`config.mk`:
```
export PLATFORM = sky130hd
export DESIGN_NAME = xorshift32_dice_generator
export DESIGN_NICKNAME = d
export VERILOG_FILES = /design/src/sv/xsd_pkg.sv /design/src/sv/xorshift32_dice_generator.sv /design/src/sv/xsd_step.sv /design/src/sv/xsd_seq.sv
export SDC_FILE = /design/constraint.sdc
export NUM_CORES = 1
export LEC_CHECK = 0
export BUFFER_PORTS_ARGS = -buffer_cell sky130_fd_sc_hd__buf_2
export CORE_ASPECT_RATIO = 1.2
export CORE_MARGIN = 8
export CORE_UTILIZATION = 40
export CTS_CLUSTER_SIZE = 25
export DETAILED_ROUTE_END_ITERATION = 8
export MAX_ROUTING_LAYER = met4
export PLACE_DENSITY = 0.57
export SLEW_MARGIN = 20
export SYNTH_ARGS = -nofsm -noshare
export SYNTH_HDL_FRONTEND = slang
export SYNTH_SLANG_ARGS = --single-unit
```
`constraint.sdc`:
```
create_clock -name clk -period 17.35 [get_ports clk]
set_input_delay 1.735 -clock clk [delete_from_list [all_inputs] [get_ports clk]]
set_output_delay 1.735 -clock clk [all_outputs]
set_load 0.005 [all_outputs]
```
`src/sv/xsd_pkg.sv`:
```
// Shared types, codes and constants for the xorshift32 dice generator.
// No dependencies; imported by every module of the block.
`timescale 1ns / 1ps
`default_nettype none
package xsd_pkg;

  localparam int unsigned ADDR_W = 3;
  localparam logic [31:0] SEED_FALLBACK = 32'h1D2D1D2D;

  typedef enum logic [1:0] {
    OP_WORD  = 2'd0,
    OP_BYTE  = 2'd1,
    OP_RANGE = 2'd2,
    OP_DICE  = 2'd3
  } op_t;

  typedef enum logic [1:0] {
    ST_IDLE,
    ST_RUN,
    ST_DONE
  } state_t;

  typedef struct packed {
    logic capture;
    logic step;
    logic finish;
  } ctl_t;

  typedef struct packed {
    logic in_dice_empty;
    logic dice;
    logic last_roll;
    logic out_free;
  } status_t;

endpackage
`default_nettype wire

```
`src/sv/xorshift32_dice_generator.sv`:
```
// xorshift32 dice generator: 32-bit xorshift state (shifts 13, 17, 5) serving word, byte,
// range and dice requests. One item is taken at a time. Word, byte and range requests take
// one generator step in the run state, then load their result in the done state. A dice
// request steps count times, since the single xorshift/scale unit rolls one die per cycle;
// a count of zero goes straight to the done state. A held result keeps the done state
// waiting, so the next result is loaded only once the output is free. The result sits in
// an output register, so the next item is accepted while it waits. The seed register
// (APB, address 0) loads the state; a zero seed loads 0x1D2D1D2D, the reset state.
// Depends on xsd_pkg, xsd_step and xsd_seq.
`timescale 1ns / 1ps
`default_nettype none
module xorshift32_dice_generator (
  input  wire logic                       clk,
  input  wire logic                       rst,
  input  wire logic                       s_tvalid,
  output logic                            s_tready,
  input  wire logic [23:0]                s_tdata,  // operation[1:0], bound[9:2], count[17:10]
  output logic                            m_tvalid,
  input  wire logic                       m_tready,
  output logic      [47:0]                m_tdata,  // value[15:0], state_after[47:16]
  input  wire logic                       psel,
  input  wire logic                       penable,
  input  wire logic                       pwrite,
  input  wire logic [xsd_pkg::ADDR_W-1:0] paddr,
  input  wire logic [31:0]                pwdata,
  output logic      [31:0]                prdata,
  output logic                            pready
);
  import xsd_pkg::*;

  logic [31:0] seed;
  logic [31:0] gen_state;
  op_t         op;
  logic [7:0]  bound;
  logic [7:0]  remain;
  logic [7:0]  acc;
  logic [15:0] res;
  logic [31:0] step_state;
  logic [7:0]  scaled;
  op_t         in_op;
  logic        cfg_write;
  status_t     status;
  ctl_t        ctl;

  assign in_op     = op_t'(s_tdata[1:0]);
  assign cfg_write = psel && penable && pwrite && pready && !paddr[2];
  assign pready    = 1'b1;
  assign prdata    = paddr[2] ? 32'd0 : seed;

  assign status.in_dice_empty = (in_op == OP_DICE) && (s_tdata[17:10] == 8'd0);
  assign status.dice          = (op == OP_DICE);
  assign status.last_roll     = (remain == 8'd1);
  assign status.out_free      = !m_tvalid || m_tready;

  xsd_step u_step (
    .state_in  (gen_state),
    .bound     (bound),
    .state_out (step_state),
    .scaled    (scaled)
  );

  xsd_seq u_seq (
    .clk      (clk),
    .rst      (rst),
    .in_valid (s_tvalid),
    .status   (status),
    .in_ready (s_tready),
    .ctl      (ctl)
  );

  always_ff @(posedge clk) begin
    if (rst) begin
      seed      <= 32'd0;
      gen_state <= SEED_FALLBACK;
    end else if (cfg_write) begin
      seed      <= pwdata;
      gen_state <= (pwdata == 32'd0) ? SEED_FALLBACK : pwdata;
    end else if (ctl.step) begin
      gen_state <= step_state;
    end
  end

  always_ff @(posedge clk) begin
    if (ctl.capture) begin
      op     <= in_op;
      bound  <= s_tdata[9:2];
      remain <= s_tdata[17:10];
      acc    <= 8'd0;
      res    <= 16'd0;
    end else if (ctl.step) begin
      remain <= remain - 8'd1;
      acc    <= acc + 8'd1 + scaled;
      unique case (op)
        OP_WORD:  res <= step_state[31:16];
        OP_BYTE:  res <= {8'd0, step_state[31:24]};
        OP_RANGE: res <= {8'd0, scaled};
        OP_DICE:  res <= 16'd0;
        default:  res <= 16'd0;
      endcase
    end
  end

  always_ff @(posedge clk) begin
    if (rst) begin
      m_tvalid <= 1'b0;
    end else if (ctl.finish) begin
      m_tvalid <= 1'b1;
    end else if (m_tready) begin
      m_tvalid <= 1'b0;
    end
  end

  always_ff @(posedge clk) begin
    if (ctl.finish) begin
      m_tdata <= {gen_state, (op == OP_DICE) ? {8'd0, acc} : res};
    end
  end

endmodule
`default_nettype wire

```
`src/sv/xsd_step.sv`:
```
// Shared generator unit: one xorshift step and the byte scaled by a bound.
// Depends on xsd_pkg.
`timescale 1ns / 1ps
`default_nettype none
module xsd_step (
  input  wire logic [31:0] state_in,
  input  wire logic [7:0]  bound,
  output logic      [31:0] state_out,
  output logic      [7:0]  scaled
);
  import xsd_pkg::*;

  logic [31:0] x1;
  logic [31:0] x2;
  logic [15:0] prod;

  always_comb begin
    x1        = state_in ^ (state_in << 13);
    x2        = x1 ^ (x1 >> 17);
    state_out = x2 ^ (x2 << 5);
    prod      = 16'(state_out[31:24]) * 16'(bound);
    scaled    = prod[15:8];
  end

endmodule
`default_nettype wire

```
`src/sv/xsd_seq.sv`:
```
// Sequencer for the dice generator: accepts an item, steps the shared unit, hands off the result.
// Depends on xsd_pkg.
`timescale 1ns / 1ps
`default_nettype none
module xsd_seq (
  input  wire logic             clk,
  input  wire logic             rst,
  input  wire logic             in_valid,
  input  wire xsd_pkg::status_t status,
  output logic                  in_ready,
  output xsd_pkg::ctl_t         ctl
);
  import xsd_pkg::*;

  state_t state;
  state_t state_next;

  always_ff @(posedge clk) begin
    if (rst) begin
      state <= ST_IDLE;
    end else begin
      state <= state_next;
    end
  end

  always_comb begin
    state_next = state;
    unique case (state)
      ST_IDLE: begin
        if (in_valid) begin
          state_next = status.in_dice_empty ? ST_DONE : ST_RUN;
        end
      end
      ST_RUN: begin
        if (!status.dice || status.last_roll) begin
          state_next = ST_DONE;
        end
      end
      ST_DONE: begin
        if (status.out_free) begin
          state_next = ST_IDLE;
        end
      end
      default: state_next = ST_IDLE;
    endcase
  end

  always_comb begin
    in_ready    = 1'b0;
    ctl         = '0;
    unique case (state)
      ST_IDLE: begin
        in_ready    = 1'b1;
        ctl.capture = in_valid;
      end
      ST_RUN: begin
        ctl.step = 1'b1;
      end
      ST_DONE: begin
        ctl.finish = status.out_free;
      end
      default: ctl = '0;
    endcase
  end

endmodule
`default_nettype wire

```
## Word-level counts from Yosys, hierarchy flattened

Index checks and enable logic that the tools add are counted.

| word-level totals | value |
|---|---|
| register bits after elaboration | 157 |
| output and inout port bits | 83 |
| bits of input ports | 66 |

| cells by class | value |
|---|---|
| reduce and logical (&&, ||, !) cells | 17 |
| bitwise logic cells | 3 |
| equality and inequality tests | 10 |
| add/sub/neg operators | 3 |
| multiply operators | 1 |
| multiplexer cells | 19 |

Operators with widths:

| cell | count |
|---|---|
| two-way mux 32 bit | 4 |
| one-hot mux 16 bit (4 select lines) | 1 |
| XOR 32 bit | 2 |
| logical NOT 32 bit | 1 |
| XOR 32 x 15 -> 32 bit | 1 |
| two-way mux 8 bit | 3 |
| multiplier 8 x 8 -> 16 bit | 1 |
| adder 8 x 1 -> 8 bit (second input constant) | 1 |
| adder 8 bit | 1 |
| equality test 2 bit (second input constant) | 4 |
| equality test 8 x 1 -> 1 bit (second input constant) | 1 |
| logical NOT 8 bit | 1 |
| two-way mux 2 bit | 4 |
| subtractor 8 x 1 -> 8 bit (second input constant) | 1 |
| two-way mux 1 bit | 6 |
| one-hot mux 2 bit (3 select lines) | 1 |
| nonzero test 2 bit | 3 |
| equality test 2 x 1 -> 1 bit (second input constant) | 2 |
| logical AND 1 bit | 4 |
| logical NOT 2 bit | 2 |
| inequality test 2 x 1 -> 1 bit (second input constant) | 2 |
| logical NOT 1 bit | 3 |
| AND reduction 3 bit | 1 |
| logical OR 1 bit | 2 |
| inequality test 2 bit (second input constant) | 1 |

## Logic depth before layout (Yosys ltp)

Gate-level depths: netlist (run 1).

| depth | value |
|---|---|
| depth in word-level cells | 5 |
| mapped depth | 27 |

## Hierarchy

From an unflattened synthesis (run 1), not the netlist that was laid out.

| second synthesis, totals | value |
|---|---|
| cells, all modules | 909 |
| area total of the unflattened synthesis | 9,198.8 um^2 |

By module, submodules not included:

| module | times used | area each (um^2) | cells an instance | sequential area each (um^2) |
|---|---|---|---|---|
| xorshift32_dice_generator | 1 | 6,548.8 | 621 | 3,763.6 |
| xsd_step | 1 | 2,513.7 | 274 | 0.0 |
| xsd_seq | 1 | 136.4 | 14 | 40.0 |

## Worst setup path after synthesis (run 1)

OpenSTA, ideal clock, no wires.

| timing | value |
|---|---|
| path kind | register to register |
| start point | reg gen_state[11] |
| end point | reg acc[7] |
| slack | 11.331 ns |
| arrival | 5.947 ns |
| cell stages (with the launch flop) | 26 |
| required time | 17.278 ns |
| library setup time | 0.072 ns |
| cell sequence | dfxtp_1 xnor2_2 xor2_1 clkbuf_1 nand2_1 fa_1 fa_1 inv_1 fa_1 inv_1 fa_1 inv_1 ha_1 nand3_1 nor2_1 nand4_1 o211a_4 nor4_2 nor3_1 xnor2_1 ha_1 or3_1 o211ai_1 mux2i_1 a311oi_2 mux2i_1 |

| between the ends | value |
|---|---|
| cells in the longest elaborated chain, start to end | 5 |

Ends and longest elaborated chain:

| element | line | text |
|---|---|---|
| start, declared | xorshift32_dice_generator.sv:32 | `logic [31:0] gen_state;` |
| start signal, assigned | xorshift32_dice_generator.sv:77 | `gen_state <= (pwdata == 32'd0) ? SEED_FALLBACK : pwdata;` |
| start signal, assigned | xorshift32_dice_generator.sv:79 | `gen_state <= step_state;` |
| XOR 32 bit | xsd_step.sv:18 | `x1 = state_in ^ (state_in << 13);` |
| XOR 32 x 15 -> 32 bit | xsd_step.sv:19 | `x2 = x1 ^ (x1 >> 17);` |
| XOR 32 bit | xsd_step.sv:20 | `state_out = x2 ^ (x2 << 5);` |
| multiplier 8 x 8 -> 16 bit | xsd_step.sv:21 | `prod = 16'(state_out[31:24]) * 16'(bound);` |
| adder 8 bit | xorshift32_dice_generator.sv:92 | `acc <= acc + 8'd1 + scaled;` |
| end signal, assigned | xorshift32_dice_generator.sv:92 |  |
| end, declared | xorshift32_dice_generator.sv:36 | `logic [7:0] acc;` |

No other way between the ends.
A chain may end at the register's enable or synchronous reset.

## Worst setup path after layout (run 1)

Same ends and word-level chain as after synthesis.

==> results of run 1 <==
worst reg2reg max path, cell delays in order (launching register included):
cell	delay, ps
dfxtp_1	420
xnor2_2	390
xor2_1	510
buf_4	290
nand2_1	100
fa_1	520
fa_1	540
inv_1	50
fa_1	470
inv_1	50
fa_1	480
inv_1	40
ha_1	320
nand3_1	100
nor3_1	350
nand4_4	160
nand2_1	120
xor2_1	310
ha_1	300
nor2b_1	130
o21ai_0	230
a21oi_1	170
o211ai_1	200
mux2i_1	110
a311oi_2	280
mux2i_1	200
cell families after synthesis:
group,share of synthesized area (%)
adder cells (fa/ha/maj),13.6
buffers and inverters,4.24
multiplexers,1.30
AO/OA/AOI/OAI,11.9
AND/OR/NAND/NOR,18.4
other,0.0410
XOR/XNOR,8.94
flip-flops,41.6
routing by layer:
metal,global-route usage (%),vias up
li1,-,3493
met1,22.6,3466
met2,31.5,186
met3,3.44,30
met4,6.09,0
met5,-,-
how the worst min path moves through the flow:
stage	to	cells after the start	from	slack, ps
after detailed placement	seed[12]$_SDFFE_PP0P_	2	seed[12]$_SDFFE_PP0P_	440
final	seed[12]$_SDFFE_PP0P_	2	seed[12]$_SDFFE_PP0P_	450
after CTS	seed[12]$_SDFFE_PP0P_	2	seed[12]$_SDFFE_PP0P_	450
after floorplan	acc[7]$_SDFFE_PP0P_	1	acc[7]$_SDFFE_PP0P_	430
after global placement	seed[22]$_SDFFE_PP0P_	2	seed[22]$_SDFFE_PP0P_	440
after global routing	seed[26]$_SDFFE_PP0P_	2	seed[26]$_SDFFE_PP0P_	470
state kept, by name, summed over array words and instances, names as in the netlist:
register	flops
op	2
bound	8
seed	32
gen_state	32
u_seq.state	2
acc	8
m_tdata	48
m_tvalid	1
res	16
remain	8
cell type report:
cell class,count,area [um^2]
clock buffer,18,450
clock inverter,14,163
fill,2096,11700
inverter,55,206
multi-input combinational,703,4970
sequential,157,3800
tap,279,349
timing repair buffer,156,823
through the flow:
| step | hold slack, ps | utilization (%) | setup WS [ps] |
|---|---|---|---|
| 2_1_floorplan | 429 | - | 11330 |
| 3_3_place_gp | 438 | 45.2 | 10450 |
| 3_5_place_dp | 443 | 45.2 | 10470 |
| 4_1_cts | 453 | 47.9 | 10400 |
| 5_1_grt | 469 | 48.0 | 10010 |
| 6_report | 453 | 48.0 | 10440 |
layout by cell type, fill, tap and decap left out, types with 5 or more instances in the layout:
cell / instances
edfxtp_1: 66
xor2_1: 31
nand4_1: 5
inv_1: 53
dfxtp_1: 91
buf_4: 17
nor2b_1: 35
buf_2: 139
nor2_1: 59
a22o_1: 9
o21ai_0: 55
mux2_2: 6
nand2_1: 126
clkbuf_16: 18
xnor2_1: 55
fa_1: 36
nor3_1: 9
a211o_1: 6
o22ai_1: 5
or3_1: 7
nor4_1: 10
a21oi_1: 78
ha_1: 42
a21o_1: 5
and2_1: 60
nand3_1: 11
nand2b_1: 6
==> flow_metrics.env, run 1 <==
export IMPL_cp_data_required_time_ps=17710
export IMPL_relSlewSlack_pct=35.4
export IMPL_die_w_um=154
export IMPL_ctsRootBufferMaster="clkbuf_16"
export IMPL_critPathKind="register to register"
export IMPL_initial_core_util_pct=40.8
export IMPL_cts_tree="done"
export IMPL_syn_to_final_growth_pct=17.7
export IMPL_layout_drive_gt1_share_pct=19.0
export IMPL_crit_cells=25
export IMPL_crit_fanout=9
export IMPL_first_iter_violations=341
export IMPL_grt_overflow=0
export IMPL_ys_seq_area_share_pct=41.6
export IMPL_cp_end_kind="register"
export IMPL_drv_slew=0
export IMPL_synth_edf_count=66
export IMPL_grt_pass1_vias=7367
export IMPL_post_route_period_util_pct=39.8
export IMPL_hold_class="register to register"
export IMPL_vias=7175
export IMPL_place_gp_congestion=0.834
export IMPL_path_common_cell="fa_1"
export IMPL_syn_inst=961
export IMPL_fp_dieArea_mm2=0.0280
export IMPL_wl_met1_um=11200
export IMPL_arrival_ps=7270
export IMPL_met2_length_um=12600
export IMPL_wl_met3_um=1040
export IMPL_holdBufCountCts=0
export IMPL_r2r_setup_slack_ps=10440
export IMPL_ys_top_cells_by_area="edfxtp_1 22%, dfxtp_1 20%, fa_1 7.9%, ha_1 5.7%, xnor2_1 5.3%"
export IMPL_clk_latency_ps=440
export IMPL_rsz0062_at_grt="no"
export IMPL_cts_buffers=17
export IMPL_synth_top_cells_by_count="126 x nand2_1, 91 x dfxtp_1, 78 x a21oi_1, 66 x edfxtp_1, 60 x and2_1"
export IMPL_synth_seq_cells=157
export IMPL_rr_startpoint="gen_state[11]$_SDFFE_PP1P_"
export IMPL_layout_cells_non_filler=1382
export IMPL_ys_flop_type="dfxtp_1"
export IMPL_fp_dieH_um=182
export IMPL_synth_fp_nets=1105
export IMPL_fin_skew_ps=25.8
export IMPL_async_reset_ff_share_pct=0
export IMPL_antenna_found_initial=0
export IMPL_ant_nets=0
export IMPL_synth_cell_types=58
export IMPL_cp_startpoint="gen_state[11]$_SDFFE_PP1P_"
export IMPL_grt_max_degree=68
export IMPL_crit_buf_inv=4
export IMPL_synth_top_cell_area_share_pct=21.7
export IMPL_endpoint="acc[7]$_SDFFE_PP0P_"
export IMPL_fin_area_mm2=0.0108
export IMPL_tightest_slew_ps=966
export IMPL_avgRoutedWirePerCell_um=18.3
export IMPL_cts_buffer_depth=2
export IMPL_fmax_ghz=0.145
export IMPL_reg2reg_depth=25
export IMPL_avgViaCountPerCell=5.19
export IMPL_htree_levels=4
export IMPL_r2r_end="acc[7]$_SDFFE_PP0P_"
export IMPL_path_clk_slew_ps=80
export IMPL_critical_path_startpoint_type="register"
export IMPL_worst_path_dominant_cell_family="adder cells"
export IMPL_dpl_cell_area_mm2=0.0101
export IMPL_place_hpwl_um=18600
export IMPL_ios=149
export IMPL_synth_area_leader_cell="edfxtp_1"
export IMPL_max_stage_delay_ps=540
export IMPL_status="finished, final reports clean"
export IMPL_num_antenna_cells=0
export IMPL_highest_layer="met4"
export IMPL_row_count=60
export IMPL_cp_slowest_cell="fa_1"
export IMPL_synth_cell_area_mm2=0.00915
export IMPL_synth_area_per_cell_um2=9.52
export IMPL_cts_resized=0
export IMPL_hold_violations=0
export IMPL_grt_pass1_wl_um=40300
export IMPL_setup_tns_ps=0
export IMPL_post_cts_buffers=0
export IMPL_yosysMostFrequentCell="nand2_1"
export IMPL_track_usage_pct=18.8
export IMPL_fin_crit_ps=6910
export IMPL_portBuffers=139
export IMPL_drtPass1Iterations=5
export IMPL_core_mm2=0.0224
export IMPL_cts_sinks=157
export IMPL_setup_viol=0
export IMPL_drt_wl_total_um=25300
export IMPL_drc=0
export IMPL_nets=1234
export IMPL_ys_warn_count=0
export IMPL_maxCapViolations=0
export IMPL_place_inst=1350
Power of run 1 is not shown: default switching activity piles up to over one toggle a cycle in this logic, so the estimate is an artifact.
==> run 2, diff against run 1 <==
- PLACE_DENSITY: 0.57 -> 0.59
- clock period: 17.35 -> 6 ns (I/O delays scaled with it)
==> flow_metrics.env, run 2 (same netlist as run 1, synthesis figures left out) <==
export IMPL_status="finished, final reports clean"
export IMPL_dpl_cell_area_mm2=0.0106
export IMPL_antenna_found_initial=0
export IMPL_tightest_slew_ps=758
export IMPL_fin_crit_ps=5900
export IMPL_ios=149
export IMPL_crit_fanout=5
export IMPL_maxCapViolations=0
export IMPL_first_iter_violations=450
export IMPL_ant_nets=0
export IMPL_place_hpwl_um=19100
export IMPL_cts_sinks=157
export IMPL_hold_violations=0
export IMPL_cp_data_required_time_ps=6360
export IMPL_post_route_period_util_pct=98.4
export IMPL_ctsRootBufferMaster="clkbuf_16"
export IMPL_row_count=60
export IMPL_cts_tree="done"
export IMPL_portBuffers=139
export IMPL_critPathKind="register to register"
export IMPL_fin_skew_ps=21.9
export IMPL_arrival_ps=6260
export IMPL_place_gp_congestion=0.840
export IMPL_cts_buffer_depth=2
export IMPL_grt_overflow=0
export IMPL_setup_viol=0
export IMPL_layout_drive_gt1_share_pct=27.5
export IMPL_layout_commonest_cell="buf_2"
export IMPL_avgRoutedWirePerCell_um=17.9
export IMPL_nets=1309
export IMPL_rsz0062_at_grt="yes"
export IMPL_cp_end_kind="register"
export IMPL_largest_reg_flops=48
export IMPL_core_mm2=0.0224
export IMPL_cp_slowest_cell="fa_1"
export IMPL_reg_top3="m_tdata x48, gen_state x32, seed x32"
export IMPL_layout_common_cells="139 x buf_2, 124 x nand2_1, 92 x buf_4, 83 x dfxtp_1, 76 x a21oi_1"
export IMPL_fp_dieH_um=182
export IMPL_grt_pass1_vias=7536
export IMPL_initial_core_util_pct=40.8
export IMPL_cts_buffers=17
export IMPL_clk_latency_ps=440
export IMPL_fp_dieArea_mm2=0.0280
export IMPL_max_stage_delay_ps=550
export IMPL_htree_levels=4
export IMPL_drt_wl_total_um=26100
export IMPL_grt_pass1_wl_um=41200
export IMPL_hold_class="input pin to register"
export IMPL_regMostFlops="m_tdata"
export IMPL_fmax_ghz=0.169
export IMPL_avgViaCountPerCell=5.10
export IMPL_num_antenna_cells=0
export IMPL_drc=0
export IMPL_die_w_um=154
export IMPL_path_clk_slew_ps=80
export IMPL_track_usage_pct=19.2
export IMPL_vias=7429
export IMPL_drtPass1Iterations=4
export IMPL_relSlewSlack_pct=49.2
export IMPL_holdBufCountCts=0
export IMPL_syn_to_final_growth_pct=27.2
export IMPL_drv_slew=0
export IMPL_fin_area_mm2=0.0116
export IMPL_critical_path_startpoint_type="register"
export IMPL_grt_max_degree=68
==> run 2: changes by cell type in the layout (fill, tap and decap cells not counted), sizes merged <==
cell,previous run,this run
clkbuf,18,17
clkinv,9,10
buf,156,231
==> run 2: layout make-up <==
type / instances / area (um^2)
inverter: 55 / 206
tap: 279 / 349
clock buffer: 17 / 425
fill: 2023 / 10800
sequential: 157 / 3820
multi-input combinational: 703 / 5260
timing repair buffer: 231 / 1390
clock inverter: 15 / 194
==> run 2: worst paths after layout <==
check                                                start  slack [ps]  cells past startpoint               endpoint
worst max-delay path            gen_state[22]$_SDFFE_PP0P_         100                     27    acc[7]$_SDFFE_PP0P_
worst min-delay path                            s_tdata[2]         330                      1     bound[0]$_DFFE_PP_
worst max register to register  gen_state[22]$_SDFFE_PP0P_         100                     27    acc[7]$_SDFFE_PP0P_
worst min register to register       seed[20]$_SDFFE_PP0P_         450                      2  seed[20]$_SDFFE_PP0P_
==> run 2: repair_timing <==
item	CTS	global route
endpoints found under the setup margin	3	3
pin swaps	6	27
resized for setup	15	37
setup buffers	4	13
==> run 2: metal layers <==
| layer | GRT usage, % | wire length [um] |
|---|---|---|
| met5 | - | 0 |
| met4 | 5.30 | 418 |
| met3 | 3.71 | 1090 |
| met2 | 31.8 | 13000 |
| met1 | 23.4 | 11600 |
==> run 2: worst max-delay path, delay by kind of cell (launching register included) <==
| kind | cells | cell delay (ps) |
|---|---|---|
| AND/OR/NAND/NOR | 9 | 1150 |
| flip-flops | 1 | 340 |
| buffers and inverters | 5 | 530 |
| multiplexers | 1 | 210 |
| AO/OA/AOI/OAI | 3 | 680 |
| XOR/XNOR | 3 | 570 |
| adder cells (fa/ha/maj) | 6 | 2360 |
==> run 2: through the flow <==
step	utilization (%)	TNS, ps	std cells	hold slack (ps)	setup WS [ps]
floorplan	-	0	961	429	45.1
global placement	47.2	-157	1408	438	-157
detailed placement	47.2	-237	1408	442	-226
CTS	50.5	0	1444	317	2.36
global route	51.8	-349	1457	318	-274
finish	51.8	0	1457	329	96.0
Power of run 2 is left out for the same reason.
